$ cat src/rtl/blir_pkg.sv
`default_nettype none

package blir_pkg;

    // Fixed field widths of the request, response and configuration items.
    localparam int MODE_BITS  = 3;
    localparam int POS_BITS   = 5;
    localparam int VALUE_BITS = 32;
    localparam int DATA_BITS  = 32;
    localparam int COUNT_BITS = 5;
    localparam int CAP_BITS   = 5;

    // Wide enough to name any cell of the largest supported chain.
    localparam int IDX_BITS = 8;

    localparam logic [CAP_BITS-1:0] CAP_RESET = CAP_BITS'(16);

    typedef enum logic [MODE_BITS-1:0] {
        MODE_APPEND = 3'd0,
        MODE_INSERT = 3'd1,
        MODE_REMOVE = 3'd2,
        MODE_GET    = 3'd3,
        MODE_SET    = 3'd4
    } t_mode;

    typedef struct packed {
        logic [MODE_BITS-1:0]  mode;
        logic [POS_BITS-1:0]   position;
        logic [VALUE_BITS-1:0] value;
    } t_req;

    typedef struct packed {
        logic                  accepted;
        logic [DATA_BITS-1:0]  data;
        logic [COUNT_BITS-1:0] count;
        logic                  is_full;
        logic                  is_empty;
    } t_rsp;

    typedef logic [CAP_BITS-1:0] t_cfg;

    typedef enum logic [1:0] {
        CELL_NONE,
        CELL_WRITE,
        CELL_INSERT,
        CELL_REMOVE
    } t_cell_op;

    // Command broadcast to every cell of the chain.
    typedef struct packed {
        t_cell_op            op;
        logic [IDX_BITS-1:0] idx;
    } t_cell_cmd;

endpackage

`default_nettype wire

$ cat src/rtl/blir_chan_if.sv
`default_nettype none

interface blir_chan_if #(
    parameter type T = logic
);
    logic valid;
    logic ready;
    T     data;

    modport source (output valid, output data, input ready);
    modport sink   (input valid, input data, output ready);
endinterface

`default_nettype wire

$ cat src/rtl/blir_cell.sv
`default_nettype none

// One entry of the list. It loads a new word, takes its left neighbor's word
// when the list opens a gap below it, or its right neighbor's word when the
// list closes one.
module blir_cell #(
    parameter int IDX       = 0,
    parameter int WORD_BITS = 32
) (
    input  wire                       i_clk,
    input  wire  blir_pkg::t_cell_cmd i_cmd,
    input  wire  [WORD_BITS-1:0]      i_word,
    input  wire  [WORD_BITS-1:0]      i_left,
    input  wire  [WORD_BITS-1:0]      i_right,
    output logic [WORD_BITS-1:0]      o_word
);
    import blir_pkg::*;

    localparam logic [IDX_BITS-1:0] MY_IDX = IDX_BITS'(IDX);

    logic [WORD_BITS-1:0] r_word;
    logic [WORD_BITS-1:0] n_word;

    always_comb begin
        n_word = r_word;
        case (i_cmd.op)
            CELL_WRITE: begin
                if (MY_IDX == i_cmd.idx) begin
                    n_word = i_word;
                end
            end
            CELL_INSERT: begin
                if (MY_IDX == i_cmd.idx) begin
                    n_word = i_word;
                end else if (MY_IDX > i_cmd.idx) begin
                    n_word = i_left;
                end
            end
            CELL_REMOVE: begin
                if (MY_IDX >= i_cmd.idx) begin
                    n_word = i_right;
                end
            end
            default: begin
                n_word = r_word;
            end
        endcase
    end

    always_ff @(posedge i_clk) begin
        r_word <= n_word;
    end

    assign o_word = r_word;

endmodule

`default_nettype wire

$ cat src/rtl/bounded_list_insert_remove_unit.sv
`default_nettype none

// Bounded ordered list of data words, held in a chain of DEPTH cells.
//
// Channels: i_req carries one request item (mode, position, value), o_rsp one
// response item (accepted, data, count, is_full, is_empty) for every request,
// and i_cfg writes the capacity register. All use valid/ready; an item moves
// on a rising edge where both are high. i_cfg is always ready and must only
// be written while no request is in flight.
//
// Timing: each request takes effect at the edge that accepts it. Insert and
// remove shift the entries above the position (insert: also the one at it)
// by one cell, so the chain of cells sets the rate: one item per cycle while i_req.ready is high.
//
// Stalls: the response register is backed by a one-item skid register, so a
// request is still accepted while a finished response waits. i_req.ready
// drops only when both are full.
//
// Reset (i_rst_n low, synchronous) empties the list, sets capacity to 16 and
// drops any pending response. Entry words are not cleared.
module bounded_list_insert_remove_unit #(
    parameter int DEPTH     = 16,
    parameter int WORD_BITS = 32
) (
    input wire          i_clk,
    input wire          i_rst_n,
    blir_chan_if.sink   i_req,
    blir_chan_if.source o_rsp,
    blir_chan_if.sink   i_cfg
);
    import blir_pkg::*;

    localparam int CW = $clog2(DEPTH + 1);
    // Common compare width for count, position and capacity.
    localparam int PW = (CW > POS_BITS) ? CW : POS_BITS;
    // Common width for moving words between the ports and the cells.
    localparam int XW = (WORD_BITS > DATA_BITS) ? WORD_BITS : DATA_BITS;
    localparam logic [PW-1:0] DEPTH_X = PW'(DEPTH);

    // Control state.
    logic [CW-1:0]       r_count;
    logic [CW-1:0]       n_count;
    logic [CAP_BITS-1:0] r_cap;
    logic                r_out_valid;
    logic                r_skid_valid;

    // Response payload registers.
    t_rsp r_out;
    t_rsp r_skid;

    // Cell chain.
    t_cell_cmd            cell_cmd;
    logic [WORD_BITS-1:0] cell_q [DEPTH];
    logic [WORD_BITS-1:0] in_word;
    logic [WORD_BITS-1:0] rd_word;

    logic [XW-1:0] value_x;
    logic [XW-1:0] rd_x;
    logic [PW-1:0] cnt_x;
    logic [PW-1:0] pos_x;
    logic [PW-1:0] cap_x;
    logic [PW-1:0] cnt_new_x;
    logic          room;
    logic          in_range;
    logic          ok;
    logic          accept;
    logic          out_take;
    t_rsp          rsp_new;

    assign accept   = i_req.valid && i_req.ready;
    assign out_take = r_out_valid && o_rsp.ready;

    assign i_req.ready = !r_skid_valid;
    assign i_cfg.ready = 1'b1;

    assign value_x = XW'(i_req.data.value);
    assign in_word = value_x[WORD_BITS-1:0];

    assign cnt_x = PW'(r_count);
    assign pos_x = PW'(i_req.data.position);
    // Capacity above the chain length saturates to the chain length.
    assign cap_x = (PW'(r_cap) > DEPTH_X) ? DEPTH_X : PW'(r_cap);

    assign room     = cnt_x < cap_x;
    assign in_range = pos_x < cnt_x;

    // Read port: pick the cell at the requested position.
    always_comb begin
        rd_word = '0;
        for (int i = 0; i < DEPTH; i++) begin
            if (pos_x == PW'(i)) begin
                rd_word = cell_q[i];
            end
        end
    end
    assign rd_x = XW'(rd_word);

    // Request decode: acceptance, cell command, the new count and the
    // response item built from them.
    always_comb begin
        ok           = 1'b0;
        cell_cmd.op  = CELL_NONE;
        cell_cmd.idx = IDX_BITS'(pos_x);
        n_count      = r_count;
        rsp_new.data = '0;
        case (i_req.data.mode)
            MODE_APPEND: begin
                ok           = room;
                cell_cmd.idx = IDX_BITS'(cnt_x);
                if (accept && ok) begin
                    cell_cmd.op = CELL_WRITE;
                    n_count     = r_count + CW'(1);
                end
            end
            MODE_INSERT: begin
                ok = room && (pos_x <= cnt_x);
                if (accept && ok) begin
                    cell_cmd.op = CELL_INSERT;
                    n_count     = r_count + CW'(1);
                end
            end
            MODE_REMOVE: begin
                ok = in_range;
                if (ok) begin
                    rsp_new.data = rd_x[DATA_BITS-1:0];
                end
                if (accept && ok) begin
                    cell_cmd.op = CELL_REMOVE;
                    n_count     = r_count - CW'(1);
                end
            end
            MODE_GET: begin
                ok = in_range;
                if (ok) begin
                    rsp_new.data = rd_x[DATA_BITS-1:0];
                end
            end
            MODE_SET: begin
                ok = in_range;
                if (accept && ok) begin
                    cell_cmd.op = CELL_WRITE;
                end
            end
            default: begin
                ok = 1'b0;
            end
        endcase
        cnt_new_x        = PW'(n_count);
        rsp_new.accepted = ok;
        rsp_new.count    = cnt_new_x[COUNT_BITS-1:0];
        rsp_new.is_full  = (cnt_new_x >= cap_x);
        rsp_new.is_empty = (n_count == '0);
    end

    // The chain: each cell sees its neighbors; the ends see their own word.
    for (genvar g = 0; g < DEPTH; g++) begin : g_cell
        logic [WORD_BITS-1:0] left_w;
        logic [WORD_BITS-1:0] right_w;

        if (g == 0) begin : g_first
            assign left_w = cell_q[g];
        end else begin : g_mid_l
            assign left_w = cell_q[g-1];
        end

        if (g == DEPTH - 1) begin : g_last
            assign right_w = cell_q[g];
        end else begin : g_mid_r
            assign right_w = cell_q[g+1];
        end

        blir_cell #(
            .IDX       (g),
            .WORD_BITS (WORD_BITS)
        ) u_cell (
            .i_clk   (i_clk),
            .i_cmd   (cell_cmd),
            .i_word  (in_word),
            .i_left  (left_w),
            .i_right (right_w),
            .o_word  (cell_q[g])
        );
    end

    // Count and capacity.
    always_ff @(posedge i_clk) begin
        if (!i_rst_n) begin
            r_count <= '0;
            r_cap   <= CAP_RESET;
        end else begin
            if (accept) begin
                r_count <= n_count;
            end
            if (i_cfg.valid && i_cfg.ready) begin
                r_cap <= i_cfg.data;
            end
        end
    end

    // Response register with a one-item skid register behind it.
    always_ff @(posedge i_clk) begin
        if (!i_rst_n) begin
            r_out_valid  <= 1'b0;
            r_skid_valid <= 1'b0;
        end else begin
            if (!r_out_valid || out_take) begin
                if (r_skid_valid) begin
                    r_out_valid  <= 1'b1;
                    r_skid_valid <= accept;
                end else begin
                    r_out_valid <= accept;
                end
            end else if (accept) begin
                r_skid_valid <= 1'b1;
            end
        end
    end

    always_ff @(posedge i_clk) begin
        if (!r_out_valid || out_take) begin
            if (r_skid_valid) begin
                r_out <= r_skid;
                if (accept) begin
                    r_skid <= rsp_new;
                end
            end else if (accept) begin
                r_out <= rsp_new;
            end
        end else if (accept) begin
            r_skid <= rsp_new;
        end
    end

    assign o_rsp.valid = r_out_valid;
    assign o_rsp.data  = r_out;

endmodule

`default_nettype wire

$ cat src/flat_wrapper.sv
// flat-port wrapper written by rule: the top's interface ports become plain ports
module bounded_list_insert_remove_unit_flat import blir_pkg::*;
#(
    parameter int DEPTH     = 16,
    parameter int WORD_BITS = 32
)
  (i_clk, i_rst_n, i_req_valid, i_req_data, i_req_ready, o_rsp_valid, o_rsp_data, o_rsp_ready, i_cfg_valid, i_cfg_data, i_cfg_ready);
  blir_chan_if #(.T(t_req)) i_req_i ();
  blir_chan_if #(.T(t_rsp)) o_rsp_i ();
  blir_chan_if #(.T(t_cfg)) i_cfg_i ();
  input wire i_clk;
  input wire i_rst_n;
  input wire logic [$bits(i_req_i.valid)-1:0] i_req_valid;
  input wire logic [$bits(i_req_i.data)-1:0] i_req_data;
  output wire logic [$bits(i_req_i.ready)-1:0] i_req_ready;
  output wire logic [$bits(o_rsp_i.valid)-1:0] o_rsp_valid;
  output wire logic [$bits(o_rsp_i.data)-1:0] o_rsp_data;
  input wire logic [$bits(o_rsp_i.ready)-1:0] o_rsp_ready;
  input wire logic [$bits(i_cfg_i.valid)-1:0] i_cfg_valid;
  input wire logic [$bits(i_cfg_i.data)-1:0] i_cfg_data;
  output wire logic [$bits(i_cfg_i.ready)-1:0] i_cfg_ready;
  assign i_req_i.valid = i_req_valid;
  assign i_req_i.data = i_req_data;
  assign i_req_ready = i_req_i.ready;
  assign o_rsp_valid = o_rsp_i.valid;
  assign o_rsp_data = o_rsp_i.data;
  assign o_rsp_i.ready = o_rsp_ready;
  assign i_cfg_i.valid = i_cfg_valid;
  assign i_cfg_i.data = i_cfg_data;
  assign i_cfg_ready = i_cfg_i.ready;
  bounded_list_insert_remove_unit #(.DEPTH(DEPTH), .WORD_BITS(WORD_BITS)) u_core (.i_clk(i_clk), .i_rst_n(i_rst_n), .i_req(i_req_i), .o_rsp(o_rsp_i), .i_cfg(i_cfg_i));
endmodule
$ cat config.mk
export PLATFORM = sky130hd
export DESIGN_NAME = bounded_list_insert_remove_unit_flat
export DESIGN_NICKNAME = d
export VERILOG_FILES = /design/src/rtl/blir_pkg.sv /design/src/rtl/blir_chan_if.sv /design/src/rtl/blir_cell.sv /design/src/rtl/bounded_list_insert_remove_unit.sv /design/src/flat_wrapper.sv
export SDC_FILE = /design/constraint.sdc
export NUM_CORES = 2
export LEC_CHECK = 0
export BUFFER_PORTS_ARGS = -buffer_cell sky130_fd_sc_hd__buf_4
export CAP_MARGIN = 20
export CORE_UTILIZATION = 60
export CTS_CLUSTER_SIZE = 30
export DETAILED_ROUTE_END_ITERATION = 10
export HOLD_SLACK_MARGIN = 0.08
export PLACE_DENSITY = 0.78
export SLEW_MARGIN = 20
export SYNTH_ARGS = -nofsm -noshare
export SYNTH_HDL_FRONTEND = slang
export SYNTH_SLANG_ARGS = --single-unit
$ cat constraint.sdc
create_clock -name i_clk -period 8.7 [get_ports i_clk]
set_input_delay 0.87 -clock i_clk [delete_from_list [all_inputs] [get_ports i_clk]]
set_output_delay 0.87 -clock i_clk [all_outputs]
set_load 0.02 [all_outputs]
## Word level (Yosys, flattened, before mapping)

Cells that the tools add are included.

| storage, ports and cells | value |
|---|---|
| flip-flop bits (word level) | 604 |
| input bits | 50 |
| output and inout bits | 43 |
| word-level logic and storage cells | 305 |

| operators by class | value |
|---|---|
| add/subtract/negate cells | 2 |
| magnitude comparators | 35 |
| equality and inequality tests | 84 |
| muxes and demuxes | 116 |
| reductions and logical operators | 38 |

Operators by type and width:

| operator | number |
|---|---|
| two-way mux 32 bit | 79 |
| one-hot mux 32 bit (3 select lines) | 14 |
| two-way mux 40 bit | 5 |
| one-hot mux 32 bit (2 select lines) | 2 |
| > comparator 4 x 8 -> 1 bit, first input constant | 8 |
| inequality test 2 bit, second input constant | 30 |
| >= comparator 4 x 8 -> 1 bit, first input constant | 7 |
| AND reduction 4 bit | 14 |
| inequality test 3 bit, second input constant | 15 |
| equality test 4 x 5 -> 1 bit, first input constant | 8 |
| equality test 5 x 4 -> 1 bit, second input constant | 8 |
| >= comparator 3 x 8 -> 1 bit, first input constant | 4 |
| > comparator 3 x 8 -> 1 bit, first input constant | 4 |
| two-way mux 5 bit | 5 |
| equality test 3 x 5 -> 1 bit, first input constant | 4 |
| equality test 5 x 3 -> 1 bit, second input constant | 4 |
| >= comparator 1 x 8 -> 1 bit, first input constant | 2 |
| >= comparator 2 x 8 -> 1 bit, first input constant | 2 |
| > comparator 2 x 8 -> 1 bit, first input constant | 2 |
| one-hot mux 5 bit (3 select lines) | 1 |
| equality test 2 x 5 -> 1 bit, first input constant | 2 |
| equality test 5 x 2 -> 1 bit, second input constant | 2 |
| zero test 5 bit | 2 |
| less-than comparator 5 bit | 2 |
| 29 further kinds | 49 |

## Longest topological paths before layout

| depth | value |
|---|---|
| depth in word-level cells | 22 |
| gate-level depth with buffers | 18 |
| depth with buffers taken out | 16 |

## Cells and area by module

Synthesis repeated with hierarchy kept, for this count alone.

| unflattened totals | value |
|---|---|
| cell total of the unflattened synthesis | 4535 |
| area, all modules | 42823.6 um2 |

Modules (own cells, without submodules):

| module | times used | cells each | area an instance (um2) | sequential area each (um2) |
|---|---|---|---|---|
| bounded_list_insert_remove_unit | 1 | 889 | 7917.6 | 2642.5 |
| blir_cell at u_core.g_cell[14].u_cell | 1 | 228 | 2319.7 | 960.9 |
| blir_cell at u_core.g_cell[15].u_cell | 1 | 227 | 2309.7 | 960.9 |
| blir_cell at u_core.g_cell[11].u_cell | 1 | 229 | 2308.5 | 960.9 |
| blir_cell at u_core.g_cell[5].u_cell | 1 | 230 | 2299.7 | 960.9 |
| blir_cell at u_core.g_cell[2].u_cell | 1 | 226 | 2288.4 | 960.9 |
| blir_cell at u_core.g_cell[13].u_cell | 1 | 229 | 2282.2 | 960.9 |
| blir_cell at u_core.g_cell[7].u_cell | 1 | 232 | 2205.9 | 960.9 |
| blir_cell at u_core.g_cell[10].u_cell | 1 | 229 | 2150.8 | 960.9 |
| blir_cell at u_core.g_cell[12].u_cell | 1 | 228 | 2144.6 | 960.9 |
| blir_cell at u_core.g_cell[1].u_cell | 1 | 229 | 2122.0 | 960.9 |
| blir_cell at u_core.g_cell[4].u_cell | 1 | 226 | 2085.8 | 960.9 |
| blir_cell at u_core.g_cell[6].u_cell | 1 | 228 | 2085.8 | 960.9 |
| blir_cell at u_core.g_cell[8].u_cell | 1 | 227 | 2083.2 | 960.9 |
| +3 rows | -- | -- | -- | -- |

## Least setup slack after synthesis

OpenSTA, ideal clock, no wires.

| path | value |
|---|---|
| path kind | in2reg |
| start point | input port i_req_data[32] |
| end point | register u_core.g_cell[4].u_cell.r_word[0], enable pin |
| library setup time | 474 ps |
| data arrival time | 6210 ps |
| data required time | 8226 ps |
| slack | 2016 ps |
| stages on the path | 17 |
| buffers on the path | 5 |
| cell sequence | buf_2 -> inv_1 -> clkbuf_1 -> ha_1 -> nor2b_1 -> o21a_1 -> clkbuf_1 -> nor3_1 -> nand3_1 -> a21oi_1 -> inv_1 -> ha_1 -> clkbuf_1 -> nor2_1 -> clkbuf_1 -> nor2_1 -> a221oi_1 |

| between the ends | value |
|---|---|
| cells in the longest elaborated chain, start to end | 8 |
| elaborated cells between the ends (all ways) | 21 |
| those cells by class | 4 x order compare; 7 x eq/ne; 5 x mux; 5 x reduce/logical |

Ends and longest elaborated chain:

| what | line | source |
|---|---|---|
| start: declaration | flat_wrapper.sv:14 | `input wire logic [$bits(i_req_i.data)-1:0] i_req_data;` |
| <= comparator 5 bit | bounded_list_insert_remove_unit.sv:116 | `ok = room && (pos_x <= cnt_x);` |
| logical AND 1 bit | bounded_list_insert_remove_unit.sv:116 |  |
| logical AND 1 bit | bounded_list_insert_remove_unit.sv:117 | `if (accept && ok) begin` |
| two-way mux 2 bit | bounded_list_insert_remove_unit.sv:117 |  |
| one-hot mux 2 bit (4 select lines) | bounded_list_insert_remove_unit.sv:106 | `case (i_req.data.mode)` |
| equality test 2 bit / equality test 2 x 1 -> 1 bit (equally long branches) | blir_cell.sv:26 | `case (i_cmd.op)` |
| inequality test 3 bit (no line), or another cell as far along | -- |  |
| AND reduction 4 bit (no line) * | -- |  |
| end signal: assignment | blir_cell.sv:51 | `r_word <= n_word;` |
| end: declaration | blir_cell.sv:21 | `logic [WORD_BITS-1:0] r_word;` |

Every way passes the cells marked *; elsewhere a longest branch is shown, timed or not.
A chain may end at the register's enable or synchronous reset.

## Final worst setup path

| path | value |
|---|---|
| start point | input port i_req_data[32] |
| end point | register u_core.g_cell[10].u_cell.r_word[30], enable pin |

| between the ends | value |
|---|---|
| cells in the longest elaborated chain, start to end | 8 |
| elaborated cells between the ends (all ways) | 21 |
| those cells by class | 4 x order compare; 7 x eq/ne; 5 x mux; 5 x reduce/logical |

Ends and longest elaborated chain:

| what | line |
|---|---|
| <= comparator 5 bit | bounded_list_insert_remove_unit.sv:116 |
| logical AND 1 bit | bounded_list_insert_remove_unit.sv:116 |
| logical AND 1 bit | bounded_list_insert_remove_unit.sv:117 |
| two-way mux 2 bit | bounded_list_insert_remove_unit.sv:117 |
| one-hot mux 2 bit (4 select lines) | bounded_list_insert_remove_unit.sv:106 |
| equality test 2 bit / equality test 2 x 1 -> 1 bit (equally long branches) | blir_cell.sv:26 |
| inequality test 3 bit (no line), or another cell as far along | -- |
| AND reduction 4 bit (no line) * | -- |
| end signal: assignment | blir_cell.sv:51 |
| end: declaration | blir_cell.sv:21 |

Marks and branches as above.

==> flow_metrics.tcl <==
set metrics [dict create \
    fillers 4136 \
    ys_ff_latch 604 \
    overflow 0 \
    power_frac_comb 0.128 \
    hpwlAfterDp_um 65000 \
    grt_pass1_vias 26670 \
    crit_path_max_fanout 47 \
    netlist_instances 2704 \
    dieArea_um2 60300 \
    holdWs_ps 466 \
    ant_nets 0 \
    drt_iter0_drc 4552 \
    syn_nets 2775 \
    clkLatencyLatePin_ps 640 \
    cp_cell_sequence "buf_4 -> inv_1 -> ha_1 -> nor2b_1 -> o21a_1 -> nor3_1 -> nand3_1 -> a21oi_1 -> inv_1 -> ha_4 -> or2_2 -> and2_1 -> a311o_1 -> a21oi_4 -> buf_4" \
    rsz0062_at_grt "false" \
    start_util 0.613 \
    synth_area_per_cell_um2 13.2 \
    cts_num_sinks 604 \
    cts_tree "done" \
    power_mw 7.14 \
    finalHoldViolations 0 \
    vias 27659 \
    fin_tns_setup_ps 0 \
    seq_area_frac_synth 0.506 \
    cts_root_buffer "clkbuf_16" \
    routedWlPerCell_um 33.3 \
    hold_buffers 0 \
    antenna_found_initial 4 \
    power_frac_seq 0.488 \
    worstSetupStartpointType "input pin" \
    die_x_um 246 \
    yosysTopAreaCellShare 0.499 \
    critPathSlowestCell "inv_1" \
    power.switching_mw 1.82 \
    drive_gt1_frac 0.314 \
    layout.nets 2686 \
    power.density_nw_per_um2 184 \
    p_int_mw 5.32 \
    skew_ps 15.7 \
    clkPwrFrac 0.384 \
    synth_edf_count 592 \
    ir_drop_v 0.000176 \
    synth_async_sr_flop_share 0 \
    htreeDepth 2 \
    finalNonFillerCells 3432 \
    postLayoutCellArea_um2 38900 \
    worst_pin_slew_ps 1190 \
    clk_pin_slew_ps 60 \
    cp.required_ps 8990 \
    port_buffers 91 \
    p_sw_frac 0.255 \
    worstSetupPathType "input pin to register" \
    post-cts-setup-buffers 0 \
    grt_pass1_wl_um 169000 \
    p_leak_nw 13.2 \
    dp_cells 3316 \
    layout_common_cells "edfxtp_1 (592), mux2_2 (488), a221o_1 (452), buf_4 (157), a22oi_1 (97)" \
    area_delta_synth_final_pct 9.24 \
    hold_path.class "input pin to register" \
    vias_per_cell 8.06 \
    arrival_ps 6220 \
    ys.flop_type "edfxtp_1" \
    yosysWarnings 0 \
    period_minus_slack_ps 5930 \
    cpPeakStageDelay_ps 630 \
    drtPass1Iterations 7 \
    chipHeight_um 246 \
    clockBufferDepth 3 \
    yosysTopAreaCell "edfxtp_1" \
    routabilityCongestion 0.962 \
    ctsResizeCount 0 \
    maxCapViolCount 0 \
    drc_errors 0 \
    yosys.cell_types.count 71 \
    end_kind "register" \
    core-area_um2 58100 \
    rows 88 \
    grt_usage 0.370 \
    multi_input_area_um2 16600 \
    post_dp_cell_area_um2 36800 \
    slew_headroom 0.207 \
    status "finished clean" \
    synth_area_leaders "edfxtp_1 (50%), mux2_2 (15%), a221o_1 (13%), mux2_1 (2.8%), clkbuf_1 (2.7%)" \
    drt_wl_total_um 114000 \
    num_io_pins 93 \
    syn_area_um2 35600 \
    fmax_mhz 169 \
    regArea_um2 18000 \
    cts_buffers 61 \
    mostFrequentLayoutCell "edfxtp_1" \
    setup_violations 0 \
    grt_max_degree 256 \
    fin_crit_sh 0.682 \
    finalMaxSlewViolations 0 \
]
final timing paths:
kind | start | endpoint | slack (ps) | cells after the start
hold reg to reg | u_core.r_cap[3] | u_core.r_cap[3] | 540 | 2
hold / removal | i_cfg_data[4] | u_core.r_cap[4] | 470 | 3
setup / recovery | i_req_data[32] | u_core.g_cell[10].u_cell.o_word[30] | 2770 | 15
setup reg to reg | u_core.cnt_x[1] | u_core.g_cell[10].u_cell.o_word[30] | 2950 | 14
critical path: cells and delay by family:
kind / cells / cell delay (ps)
buffers and inverters: 4 / 1630
and+or+nand+nor: 5 / 1210
AOI/OAI and AO/OA: 4 / 1790
adders and majority gates: 2 / 670
state kept, by name, summed over array words and instances, names as in the netlist:
signal,count
u_core.r_cap,5
u_core.cnt_x,5
u_core.o_rsp.data,40
u_core.r_skid,40
u_core.o_rsp.valid,1
u_core.g_cell.u_cell.o_word,512
u_core.r_skid_valid,1
through the flow:
stage | setup slack [ps] | utilization
3_3_place_gp | 2510 | 0.634
5_1_grt | 2560 | 0.669
6_report | 2770 | 0.669
4_1_cts | 2910 | 0.669
3_5_place_dp | 2240 | 0.634
2_1_floorplan | 2020 | -
cell type report:
class / instances / area share
Sequential cell: 604 / 0.463
Antenna cell: 4 / 0.000257
Tap cell: 765 / 0.0246
Clock buffer: 70 / 0.0412
Multi-Input combinational cell: 1771 / 0.427
Inverter: 17 / 0.00164
Clock inverter: 41 / 0.0108
Timing Repair Buffer: 160 / 0.0318
synthesized netlist by cell type (all sizes together) (26+ instances only):
cell type,number
edfxtp,592
nand2,54
and2,45
a22oi,97
nor2,84
mux2,575
a21oi,74
and3,48
clkbuf,252
buf,60
o221ai,26
mux4,29
a221o,452
o21ai,29
nand3,40
power groups by stage:
stage	Sequential [mW]	Clock (mW)	Combinational (mW)
finish	3.49	2.75	0.911
global route	3.50	2.85	0.949
CTS	3.48	2.75	0.881
detailed placement	3.54	0	0.875
global placement	3.53	0	0.847
floorplan	3.52	0	0.575
routing by layer:
metal	routed length (µm)	up-vias	share of wire	GRT usage
li1	-	11179	-	-
met1	42500	13669	0.37	0.503
met2	49900	2364	0.44	0.546
met3	15600	445	0.14	0.102
met4	6310	2	0.055	0.186
met5	9	-	0.000079	0
cell families (layout without fill, tap and decap cells):
kind of cell | count (synthesis) | count (layout) | share of synthesized area
simple gates | 339 | 339 | 0.0494
flops | 604 | 604 | 0.506
mux | 621 | 621 | 0.205
other cells | 1 | 5 | 0.000105
fa+ha+maj | 21 | 21 | 0.00738
buf+inv | 329 | 288 | 0.0374
compound gates | 789 | 789 | 0.194
(Power assumes the default switching activity.)
